### config.mk
export PLATFORM = sky130hd
export DESIGN_NAME = fasta_degenerate_run_clipper
export DESIGN_NICKNAME = d
export VERILOG_FILES = /design/src/rtl/dfrc_pkg.sv /design/src/rtl/dfrc_cfg_regs.sv /design/src/rtl/fasta_degenerate_run_clipper.sv
export SDC_FILE = /design/constraint.sdc
export NUM_CORES = 1
export LEC_CHECK = 0
export BUFFER_PORTS_ARGS = -buffer_cell sky130_fd_sc_hd__buf_2
export CAP_MARGIN = 20
export CORE_ASPECT_RATIO = 0.6
export CORE_MARGIN = 10
export CORE_UTILIZATION = 25
export CTS_BUF_LIST = sky130_fd_sc_hd__clkbuf_8
export DETAILED_ROUTE_END_ITERATION = 12
export HOLD_SLACK_MARGIN = 0.08
export SKIP_CTS_REPAIR_TIMING = 1
export SLEW_MARGIN = 20
export SYNTH_ARGS = -nofsm -noshare
export SYNTH_HDL_FRONTEND = slang
export SYNTH_HIERARCHICAL = 1
export SYNTH_SLANG_ARGS = --single-unit
### constraint.sdc
create_clock -name clk -period 9.1 [get_ports clk]
set_input_delay 0 -clock clk [delete_from_list [all_inputs] [get_ports clk]]
set_output_delay 0 -clock clk [all_outputs]
set_load 0.01 [all_outputs]
### src/rtl/dfrc_pkg.sv
`timescale 1ns / 1ps
`default_nettype none

package dfrc_pkg;

  localparam int unsigned BYTE_W  = 8;
  localparam int unsigned LIMIT_W = 16;
  localparam int unsigned RUN_W   = 17;
  localparam int unsigned SET_W   = 256;
  localparam int unsigned WORD_W  = 64;

  localparam logic [BYTE_W-1:0] CHAR_GT      = 8'h3E;  // '>'
  localparam logic [BYTE_W-1:0] CHAR_NL      = 8'h0A;  // line feed
  localparam logic [BYTE_W-1:0] CHAR_UPPER_N = 8'h4E;
  localparam logic [BYTE_W-1:0] CHAR_LOWER_N = 8'h6E;

  localparam logic [SET_W-1:0] DEGEN_SET_RESET =
    (SET_W'(1) << CHAR_UPPER_N) | (SET_W'(1) << CHAR_LOWER_N);
  localparam logic [LIMIT_W-1:0] MAX_DEGEN_RESET = 16'd20;
  localparam logic [LIMIT_W-1:0] MAX_LINE_RESET  = 16'd32768;

  // register indexes on the config channel
  typedef enum logic [2:0] {
    REG_DEGEN_SET_0 = 3'd0,
    REG_DEGEN_SET_1 = 3'd1,
    REG_DEGEN_SET_2 = 3'd2,
    REG_DEGEN_SET_3 = 3'd3,
    REG_MAX_DEGEN   = 3'd4,
    REG_MAX_LINE    = 3'd5
  } reg_index_t;

  typedef struct packed {
    logic [SET_W-1:0]   degen_set;
    logic [LIMIT_W-1:0] max_degen;
    logic [LIMIT_W-1:0] max_line;
  } cfg_t;

endpackage

`default_nettype wire

### src/rtl/dfrc_cfg_regs.sv
`timescale 1ns / 1ps
`default_nettype none

module dfrc_cfg_regs (
  input  wire logic                         clk,
  input  wire logic                         rst,
  input  wire logic                         cfg_valid,
  input  wire logic [2:0]                   cfg_index,
  input  wire logic [dfrc_pkg::WORD_W-1:0]  cfg_data,
  output dfrc_pkg::cfg_t                    cfg
);

  dfrc_pkg::cfg_t regs;

  assign cfg = regs;

  always_ff @(posedge clk) begin
    if (rst) begin
      regs.degen_set <= dfrc_pkg::DEGEN_SET_RESET;
      regs.max_degen <= dfrc_pkg::MAX_DEGEN_RESET;
      regs.max_line  <= dfrc_pkg::MAX_LINE_RESET;
    end else if (cfg_valid) begin
      unique case (dfrc_pkg::reg_index_t'(cfg_index))
        dfrc_pkg::REG_DEGEN_SET_0: regs.degen_set[0*dfrc_pkg::WORD_W +: dfrc_pkg::WORD_W]
                                     <= cfg_data;
        dfrc_pkg::REG_DEGEN_SET_1: regs.degen_set[1*dfrc_pkg::WORD_W +: dfrc_pkg::WORD_W]
                                     <= cfg_data;
        dfrc_pkg::REG_DEGEN_SET_2: regs.degen_set[2*dfrc_pkg::WORD_W +: dfrc_pkg::WORD_W]
                                     <= cfg_data;
        dfrc_pkg::REG_DEGEN_SET_3: regs.degen_set[3*dfrc_pkg::WORD_W +: dfrc_pkg::WORD_W]
                                     <= cfg_data;
        dfrc_pkg::REG_MAX_DEGEN:   regs.max_degen <= cfg_data[dfrc_pkg::LIMIT_W-1:0];
        dfrc_pkg::REG_MAX_LINE:    regs.max_line  <= cfg_data[dfrc_pkg::LIMIT_W-1:0];
        default: ;  // writes past the register list are dropped
      endcase
    end
  end

endmodule

`default_nettype wire

### src/rtl/fasta_degenerate_run_clipper.sv
`timescale 1ns / 1ps
`default_nettype none

// channel   dir  handshake                 payload
// s_*       in   s_tvalid / s_tready       s_tdata[7:0] in_byte
// m_*       out  m_tvalid / m_tready       m_tdata[7:0] out_byte, m_tlast last_of_run
// cfg_*     in   cfg_valid / cfg_ready     cfg_index[2:0], cfg_data[63:0]
//
// one input byte per cycle while the result register can take it: input register,
// combinational decode, then a two-entry result register that drains one byte
// per cycle while m_tready is high; a byte that gives two results (line break
// insertion) holds the input side while the second result goes out
// rst is synchronous: state, valid flags and config registers return to defaults
// cfg_ready is always high; writes are meant for idle periods only

module fasta_degenerate_run_clipper (
  input  wire logic        clk,
  input  wire logic        rst,
  // input stream
  input  wire logic        s_tvalid,
  output      logic        s_tready,
  input  wire logic [7:0]  s_tdata,    // [7:0] in_byte
  // output stream
  output      logic        m_tvalid,
  input  wire logic        m_tready,
  output      logic [7:0]  m_tdata,    // [7:0] out_byte
  output      logic        m_tlast,    // last_of_run: final result of one input byte
  // config write channel
  input  wire logic        cfg_valid,
  output      logic        cfg_ready,
  input  wire logic [2:0]  cfg_index,
  input  wire logic [63:0] cfg_data
);

  localparam int unsigned BW = dfrc_pkg::BYTE_W;
  localparam int unsigned LW = dfrc_pkg::LIMIT_W;
  localparam int unsigned RW = dfrc_pkg::RUN_W;

  dfrc_pkg::cfg_t cfg;

  assign cfg_ready = 1'b1;

  dfrc_cfg_regs u_cfg (
    .clk       (clk),
    .rst       (rst),
    .cfg_valid (cfg_valid),
    .cfg_index (cfg_index),
    .cfg_data  (cfg_data),
    .cfg       (cfg)
  );

  // input register
  logic          in_valid;
  logic [BW-1:0] in_byte;

  // filter state
  logic          in_header, in_header_next;
  logic [RW-1:0] run_count, run_count_next;
  logic [LW-1:0] line_count, line_count_next;

  // result register: up to two bytes, the second always ends the item
  logic [1:0]    out_cnt;
  logic [BW-1:0] out_byte0, out_byte1;

  logic          fire;
  logic [1:0]    res_cnt;
  logic [BW-1:0] res_byte0, res_byte1;

  // room for a new item once the result register empties this cycle
  assign fire     = in_valid && ((out_cnt == 2'd0) || ((out_cnt == 2'd1) && m_tready));
  assign s_tready = !in_valid || fire;

  assign m_tvalid = (out_cnt != 2'd0);
  assign m_tdata  = out_byte0;
  assign m_tlast  = (out_cnt == 2'd1);

  // decode of one byte against the current state
  logic          is_degen;
  logic [RW-1:0] run_inc, run_cap, run_sat;
  logic [RW-1:0] line_inc;
  logic          line_full;

  always_comb begin
    is_degen  = cfg.degen_set[in_byte];
    run_inc   = run_count + RW'(1);
    run_cap   = {1'b0, cfg.max_degen} + RW'(1);
    run_sat   = (run_inc < run_cap) ? run_inc : run_cap;
    line_inc  = {1'b0, line_count} + RW'(1);
    line_full = (line_inc >= {1'b0, cfg.max_line});

    in_header_next  = in_header;
    run_count_next  = run_count;
    line_count_next = line_count;
    res_cnt         = 2'd0;
    res_byte0       = in_byte;
    res_byte1       = dfrc_pkg::CHAR_NL;

    priority if (in_header) begin
      // header text is copied through its line break
      res_cnt = 2'd1;
      if (in_byte == dfrc_pkg::CHAR_NL) begin
        in_header_next = 1'b0;
      end
    end else if (in_byte == dfrc_pkg::CHAR_GT) begin
      // close a partly filled sequence line before the header
      in_header_next = 1'b1;
      if (line_count != '0) begin
        res_cnt         = 2'd2;
        res_byte0       = dfrc_pkg::CHAR_NL;
        res_byte1       = in_byte;
        line_count_next = '0;
      end else begin
        res_cnt = 2'd1;
      end
    end else if (is_degen || (in_byte != dfrc_pkg::CHAR_NL)) begin
      // run_sat never exceeds max_degen + 1, so the compare fits
      run_count_next = is_degen ? run_sat : '0;
      if (!is_degen || (run_sat <= {1'b0, cfg.max_degen})) begin
        if (line_full) begin
          res_cnt         = 2'd2;
          line_count_next = '0;
        end else begin
          res_cnt         = 2'd1;
          line_count_next = line_inc[LW-1:0];
        end
      end
    end else begin
      // sequence line break is dropped
      res_cnt = 2'd0;
    end
  end

  always_ff @(posedge clk) begin
    if (rst) begin
      in_valid <= 1'b0;
    end else if (s_tready) begin
      in_valid <= s_tvalid;
    end
  end

  always_ff @(posedge clk) begin
    if (s_tready && s_tvalid) begin
      in_byte <= s_tdata;
    end
  end

  always_ff @(posedge clk) begin
    if (rst) begin
      in_header  <= 1'b0;
      run_count  <= '0;
      line_count <= '0;
    end else if (fire) begin
      in_header  <= in_header_next;
      run_count  <= run_count_next;
      line_count <= line_count_next;
    end
  end

  always_ff @(posedge clk) begin
    if (rst) begin
      out_cnt <= 2'd0;
    end else if (fire) begin
      out_cnt <= res_cnt;
    end else if (m_tvalid && m_tready) begin
      out_cnt <= out_cnt - 2'd1;
    end
  end

  always_ff @(posedge clk) begin
    if (fire) begin
      out_byte0 <= res_byte0;
      out_byte1 <= res_byte1;
    end else if (m_tvalid && m_tready) begin
      out_byte0 <= out_byte1;
    end
  end

endmodule

`default_nettype wire

==> results of run 1 <==
-- metal layers --
| metal | up-vias | wire length (um) |
|---|---|---|
| met3 | 83 | 2160 |
| met5 | - | 0 |
| met2 | 279 | 22700 |
| li1 | 6537 | - |
| met4 | 0 | 1150 |
| met1 | 6716 | 26500 |
-- per-stage QoR --
stage | total power [uW] | util [%]
after floorplan | 1900 | -
after global placement | 2020 | 27.0
after detailed placement | 2030 | 27.0
after CTS | 3560 | 28.8
after global routing | 3690 | 30.1
final | 3540 | 30.1
-- layout make-up --
class	instances	area, um2	area share [%]
Multi-Input combinational cell	1266	10300	47.4
Clock buffer	74	1020	4.68
Inverter	47	176	0.810
Tap cell	975	1220	5.60
Sequential cell	349	7230	33.2
Timing Repair Buffer	201	1540	7.06
Clock inverter	31	267	1.22
-- power groups by stage --
| stage | combinational [uW] | sequential, uW | clock, uW |
|---|---|---|---|
| global route | 438 | 1630 | 1630 |
| floorplan | 257 | 1650 | 0 |
| CTS | 376 | 1620 | 1560 |
| global placement | 367 | 1650 | 0 |
| detailed placement | 375 | 1650 | 0 |
| finish | 405 | 1620 | 1520 |
-- synth_stat cells, types with 5 or more instances --
| master | instances | area, um2 |
|---|---|---|
| a211oi_1 | 5 | 37.5 |
| a21o_1 | 17 | 128 |
| ha_1 | 54 | 676 |
| mux2_2 | 5 | 56.3 |
| xor2_1 | 10 | 87.6 |
| mux4_2 | 32 | 721 |
| mux4_1 | 13 | 342 |
| a32o_1 | 7 | 70.1 |
| a31oi_1 | 5 | 31.3 |
| nand2_1 | 51 | 191 |
| nor2b_1 | 13 | 81.3 |
| a22oi_1 | 27 | 203 |
| and2_1 | 6 | 37.5 |
| a21oi_1 | 31 | 155 |
| xnor2_1 | 31 | 272 |
| buf_4 | 13 | 97.6 |
| nand4_1 | 10 | 62.6 |
| clkbuf_1 | 57 | 214 |
| edfxtp_1 | 24 | 721 |
| nand2b_1 | 353 | 2210 |
| buf_6 | 11 | 124 |
| dfxtp_1 | 325 | 6510 |
| mux2i_1 | 342 | 3420 |
| o31ai_1 | 16 | 120 |
| nand3_1 | 36 | 180 |
| and3_1 | 9 | 56.3 |
| inv_1 | 44 | 165 |
| and4_1 | 5 | 43.8 |
| buf_2 | 32 | 160 |
| nor2_1 | 79 | 297 |
| nor3_1 | 14 | 70.1 |
| o21ai_0 | 19 | 95.1 |
-- worst max-delay path, delay by kind of cell, from the launching register on --
family | cells | cell delay, ns
xor gates and xnor gates | 1 | 0.28
buffers and inverters | 1 | 0.27
and+or+nand+nor | 9 | 1.98
AOI/OAI and AO/OA | 10 | 2.19
adders and majority gates | 2 | 0.63
DFF | 1 | 0.43
-- placed cells by master (no fill, tap or decap), types with 6 or more instances in the layout --
cell           netlist  layout
nand2b_1           353     353
conb_1               2       6
nor2b_1             13      13
nand2_1             51      51
xor2_1              10      10
mux4_2              32      32
a21o_1              17      17
dfxtp_1            325     325
edfxtp_1            24      24
and2_1               6       6
clkbuf_8             0      75
a21oi_1             31      31
ha_1                54      54
dlygate4sd3_1        0      93
and3_1               9       9
inv_1               44      65
nand4_1             10      10
nor2_1              79      79
mux4_1              13      13
a32o_1               7       7
a22oi_1             27      27
buf_2               32      89
o21ai_0             19      18
mux2i_1            342     342
buf_4               13      15
nand3_1             36      36
xnor2_1             31      31
o31ai_1             16      16
nor3_1              14      14
-- flip-flops by register name (all words and copies together) (netlist names) --
register and cells:
u_cfg/cfg 288, run_count 17, line_count 16, in_byte 8
m_tdata 8, out_byte1 8, out_cnt 2, in_header 1
in_valid 1
-- kinds of logic after synthesis --
group | synth area share [%]
AOI/OAI and AO/OA | 6.43
xor gates and xnor gates | 1.95
other | 0.0409
DFF | 39.3
muxes | 24.7
buffers and inverters | 4.76
and+or+nand+nor | 19.1
adders and majority gates | 3.68
-- worst max-delay path by stage --
stage,to,slack [ns],startpoint,cells past startpoint
finish,line_count[15],3.24,u_cfg/cfg[18],23
global route,line_count[15],2.72,u_cfg/cfg[18],23
CTS,line_count[15],3.27,u_cfg/cfg[18],23
detailed placement,line_count[15],3.34,u_cfg/cfg[18],23
global placement,out_cnt[1],3.40,u_cfg/cfg[18],23
floorplan,out_cnt[1],3.86,run_count[0],22
==> impl_results.md, run 1 <==
- Status: complete, no violations
- Initial antenna violation count: 0
- DR WL/cell: 17.8 um
- Post-Syn Area per Cell: 10.3 um2
- CP Class: flop to flop
- Worst Hold Class: primary input to flop
- H-tree lvl count: 2
- Sequential fraction of design power: 45.8%
- Headroom to the max-slew limit: 27.6%
- R2r startpoint: u_cfg/cfg[18]
- Minimum clock period after layout: 5.86 ns
- CTS Buf Count: 58
- # rows: 76
- WHS: 0.188 ns
- Slew Viols, Final: 0
- Finished Layout Cells: 2943
- Fillers: 7465
- Sw power: 930 uW
- Capture point of the worst reg-to-reg path: line_count[15]
- WP data arrival: 6.46 ns
- Crit-path max FO: 24
- Gate power share: 11.4%
- Critical Path End Type: flop
- Least-Margin Pin Slew: 1.09 ns
- Drt initial violations: 965
- Pwr/cell area: 163 nW/um2
- Diodes inserted: 0
- Worst reg2reg path depth: 23
- Setup Viol. Count Final: 0
- Vias: 13600
- Post-Syn Area: 18400 um2
- Nets: 2057
- Top_reg_cell synth: dfxtp_1
- CP Data Required Time: 9.70 ns
- Largest net degree at the start of global routing: 148
- Clock power share: 42.8%
- Post-synth EDFFs: 24
- Final GP Congestion: 0.855
- TritonRoute pass-1 iters: 5
- F_max: 171 MHz
- Final TNS setup: 0 ns
- Setup slack at placement: 3.34 ns
- Worst skew pair latency: 0.68 ns
- Max-Cap Viols: 0
- Chip height: 230 um
- RSZ-0062 raised after global routing: false
- Synth unique cells: 79
- Final Hold Fails: 0
- Placed instance area: 19500 um2
- Async S/R FF share, synth: 0%
- Sw Ratio: 26.2%
- # DRC: 0
- Hold Crit Depth: 4
- Finished Cell Area: 21800 um2
- Post-DR vias/cell: 4.63
- Sequential fraction of the synthesis area: 39.3%
- Clock buffer depth: 3
- DP Cell Count: 2744
- Worst path cell trace: and4_1 > and2_1 > nand3_1 > nor3_1 > nand2_1 > xnor2_1 > ha_1 > a21o_1 > a21oi_1 > o311a_1 > o21ai_1 > buf_4 > nor2_1 > a21oi_1 > ha_1 > nand4_1 > or2_2 > o221ai_1 > a221oi_1 > o221a_2 > a2111oi_4 > or2_0 > a32o_1
- Critical-path cell with the highest stage delay: a2111oi_4
- Total grt overflow: 0
- Hold_sp: cfg_data[15]
- Post-Route WL: 52.5 mm
- Sink Count: 349
- Num ports: 92
- M2 GR Usage: 17.8%
- Total track usage: 11.7%
- Core Area: 72300 um2
- Hold Crit Endpoint: u_cfg/cfg[15]
- Area growth, synth to finish: 18.5%
- Cell internal pwr: 2610 uW
- #FFs+latches synth: 349
- PortBufs: 90
- Reg clk slew, reported paths: 0.06 ns
- Die ar.: 85100 um2
- Maximum vdd drop: 102 uV
- Startpoint Class: flop
- CTS tree: done
- Initial Util: 25.4%
- R2R Setup Slk: 3.24 ns
- GR Util met1: 16.8%
- Static leakage: 0.00946 uW
- DPL Wire Length: 35.7 mm
- Vias in the first global route: 13400
- Gate count of the mapped netlist: 1777
- Fraction of layout cells with a size suffix above 1: 12.4%
- CP peak stage delay: 0.57 ns
- Chip width: 370 um
- Worst Skew: 0.0290 ns
- GRT busiest layer: met2
- Crit path setup slack, layout: 3.24 ns
- Ys Warns: 6
- Post-route ant nets: 0
- First-pass GRT wire length: 79.6 mm
- Root buffer cell: clkbuf_8
- Tcrit/Tclk final: 64.4%
- Grt met3 use: 2.07%
(Power assumes the default switching activity.)
==> run 2: changes to the inputs <==
==> constraint.sdc (replaced) <==
create_clock -name clk -period 5.51 [get_ports clk]
set_input_delay 0 -clock clk [delete_from_list [all_inputs] [get_ports clk]]
set_output_delay 0 -clock clk [all_outputs]
set_load 0.01 [all_outputs]
==> impl_results.md, run 2 (synthesized netlist as in run 1, its figures left out) <==
- First-pass GRT wire length: 80.0 mm (+0.50%)
- Initial antenna violation count: 3 (+3)
- Worst reg2reg path depth: 24 (+4.3%)
- Setup slack at placement: -0.117 ns (-3.46 ns)
- Clock buffer depth: 3 (unchanged)
- Worst Hold Class: primary input to flop
- Tcrit/Tclk final: 98.3% (+34 points)
- Sink Count: 349 (unchanged)
- R2R Setup Slk: 0.09 ns (-3.15 ns)
- Hold_sp: s_tdata[5]
- CTS Buf Count: 59 (+1.7%)
- # DRC: 0 (unchanged)
- Post-route ant nets: 0 (unchanged)
- DR WL/cell: 17.7 um (-0.80%)
- Vias in the first global route: 13600 (+1.2%)
- Startpoint Class: flop
- CP peak stage delay: 0.54 ns (-0.03 ns)
- Placed instance area: 19800 um2 (+1.5%)
- Chip width: 370 um (unchanged)
- Num ports: 92 (unchanged)
- R2r startpoint: u_cfg/cfg[18]
- CP Data Required Time: 6.11 ns (-3.59 ns)
- Critical Path End Type: flop
- Total power: 5780 uW (+63%)
- Worst path cell trace: and4_1 > and2_4 > and3_1 > and3_4 > xnor2_2 > ha_1 > a21o_1 > a21o_1 > a21oi_1 > o311a_1 > o21ai_4 > buf_4 > nor2_1 > a21oi_2 > ha_1 > a21o_1 > a21o_1 > a211oi_2 > o221ai_1 > a221oi_1 > o221a_2 > a21oi_2 > or4_1 > a21oi_2
- Finished Cell Area: 22200 um2 (+2.0%)
- Nets: 2094 (+1.8%)
- Die ar.: 85100 um2 (unchanged)
- Headroom to the max-slew limit: 28.1% (+0.46 points)
- Root buffer cell: clkbuf_8
- Status: complete, no violations
- Worst skew pair latency: 0.67 ns (about the same)
- Final GP Congestion: 0.888 (+3.8%)
- H-tree lvl count: 2 (unchanged)
- Fillers: 7445 (-0.27%)
- Fraction of layout cells with a size suffix above 1: 15.8% (+3.4 points)
- Chip height: 230 um (unchanged)
- DPL Wire Length: 36.3 mm (+1.6%)
- Least-Margin Pin Slew: 1.08 ns (-0.00685 ns)
- CP Class: flop to flop
- Capture point of the worst reg-to-reg path: out_cnt[0]
- Core Area: 72300 um2 (unchanged)
- Most frequent cells in the layout: 352 x nand2b_1, 342 x mux2i_1, 324 x dfxtp_1, 92 x dlygate4sd3_1, 89 x buf_2
- Post-DR vias/cell: 4.59 (-0.86%)
- Static leakage: 0.00968 uW (+2.3%)
- Hold Crit Endpoint: in_byte[5]
- Hold Crit Depth: 2 (-2)
- Area growth, synth to finish: 20.8%
- Max-Cap Viols: 0 (unchanged)
- Total track usage: 11.8% (+0.10 points)
- Maximum vdd drop: 147 uV (+44%)
- Commonest non-fill, non-tap cell in the layout: nand2b_1
- Slew Viols, Final: 0 (unchanged)
- Pwr/cell area: 260 nW/um2 (+60%)
- WP data arrival: 6.01 ns (-0.45 ns)
- Crit path setup slack, layout: 0.0949 ns (-3.15 ns)
- Largest net degree at the start of global routing: 216 (+46%)
- Total grt overflow: 0 (unchanged)
- Final Hold Fails: 0 (unchanged)
- Drt initial violations: 1010 (+4.7%)
- Post-Route WL: 52.8 mm (+0.62%)
- CTS tree: done
- Initial Util: 25.4% (unchanged)
- Most common cell on crit path: a21o_1
- Vias: 13700 (+0.55%)
- F_max: 185 MHz (+8.2%)
- Setup Viol. Count Final: 0 (unchanged)
- Worst Skew: 0.0323 ns (+0.00332 ns)
- Crit-path max FO: 5 (-79%)
- # rows: 76 (unchanged)
- Minimum clock period after layout: 5.42 ns (-0.443 ns)
- Max FFs per register: 288 (unchanged)
- Critical-path cell with the highest stage delay: or4_1
- TritonRoute pass-1 iters: 7 (+2)
- PortBufs: 90 (unchanged)
- Reg clk slew, reported paths: 0.06 ns (about the same)
[run 2: worst max path at each step]
stage,startpoint,end,slack (ns),depth (start not counted)
final,u_cfg/cfg[18],out_cnt[0],0.09,24
after global routing,run_count[1],line_count[9],-0.04,23
after CTS,u_cfg/cfg[18],out_cnt[0],-0.13,23
after detailed placement,u_cfg/cfg[18],out_cnt[0],-0.12,23
after global placement,u_cfg/cfg[18],out_cnt[1],0.14,23
after floorplan,run_count[0],out_cnt[1],0.27,22
[run 2: layer usage]
layer	GRT usage (%)	vias to the layer above	part of all wire [%]
met5	0	-	0
met4	3.92	0	2.6
met3	2.70	79	5.7
met2	17.2	338	42
met1	17.0	6646	49
li1	-	6627	-
[run 2: worst max-delay path: cells and delay by family, from the launching register on]
family,cells,cell delay (ns)
and+or+nand+nor,6,1.44
adders and majority gates,2,0.62
DFF,1,0.34
AOI/OAI and AO/OA,14,2.51
xor gates and xnor gates,1,0.24
buffers and inverters,1,0.16
[run 2: cell type report]
type	instances	area (um2)	share of cell area (%)
Multi-Input combinational cell	1266	10500	47.2
Sequential cell	349	7230	32.6
Timing Repair Buffer	237	1820	8.20
Tap cell	975	1220	5.49
Clock buffer	81	1110	5.02
Inverter	47	176	0.795
Clock inverter	27	148	0.665
Antenna cell	3	7.51	0.0338
[run 2: power breakdown]
part / leakage [uW] / switching [uW] / total, uW / internal (uW)
Sequential: 0.00286 / 52.8 / 2690 / 2630
Combinational: 0.00610 / 380 / 676 / 296
Clock: 0.000718 / 1110 / 2420 / 1310
[run 2: stage by stage]
step / instances / hold WS, ns / setup TNS, ns / utilization (%)
after detailed placement: 2779 / 0.181 / -0.722 / 27.4
final: 2985 / 0.0963 / 0 / 30.7
after CTS: 2887 / -0.536 / -1.01 / 29.2
after global routing: 2984 / 0.0997 / -0.275 / 30.7
after global placement: 2779 / 0.182 / 0 / 27.4
after floorplan: 1781 / 0.0989 / 0 / -
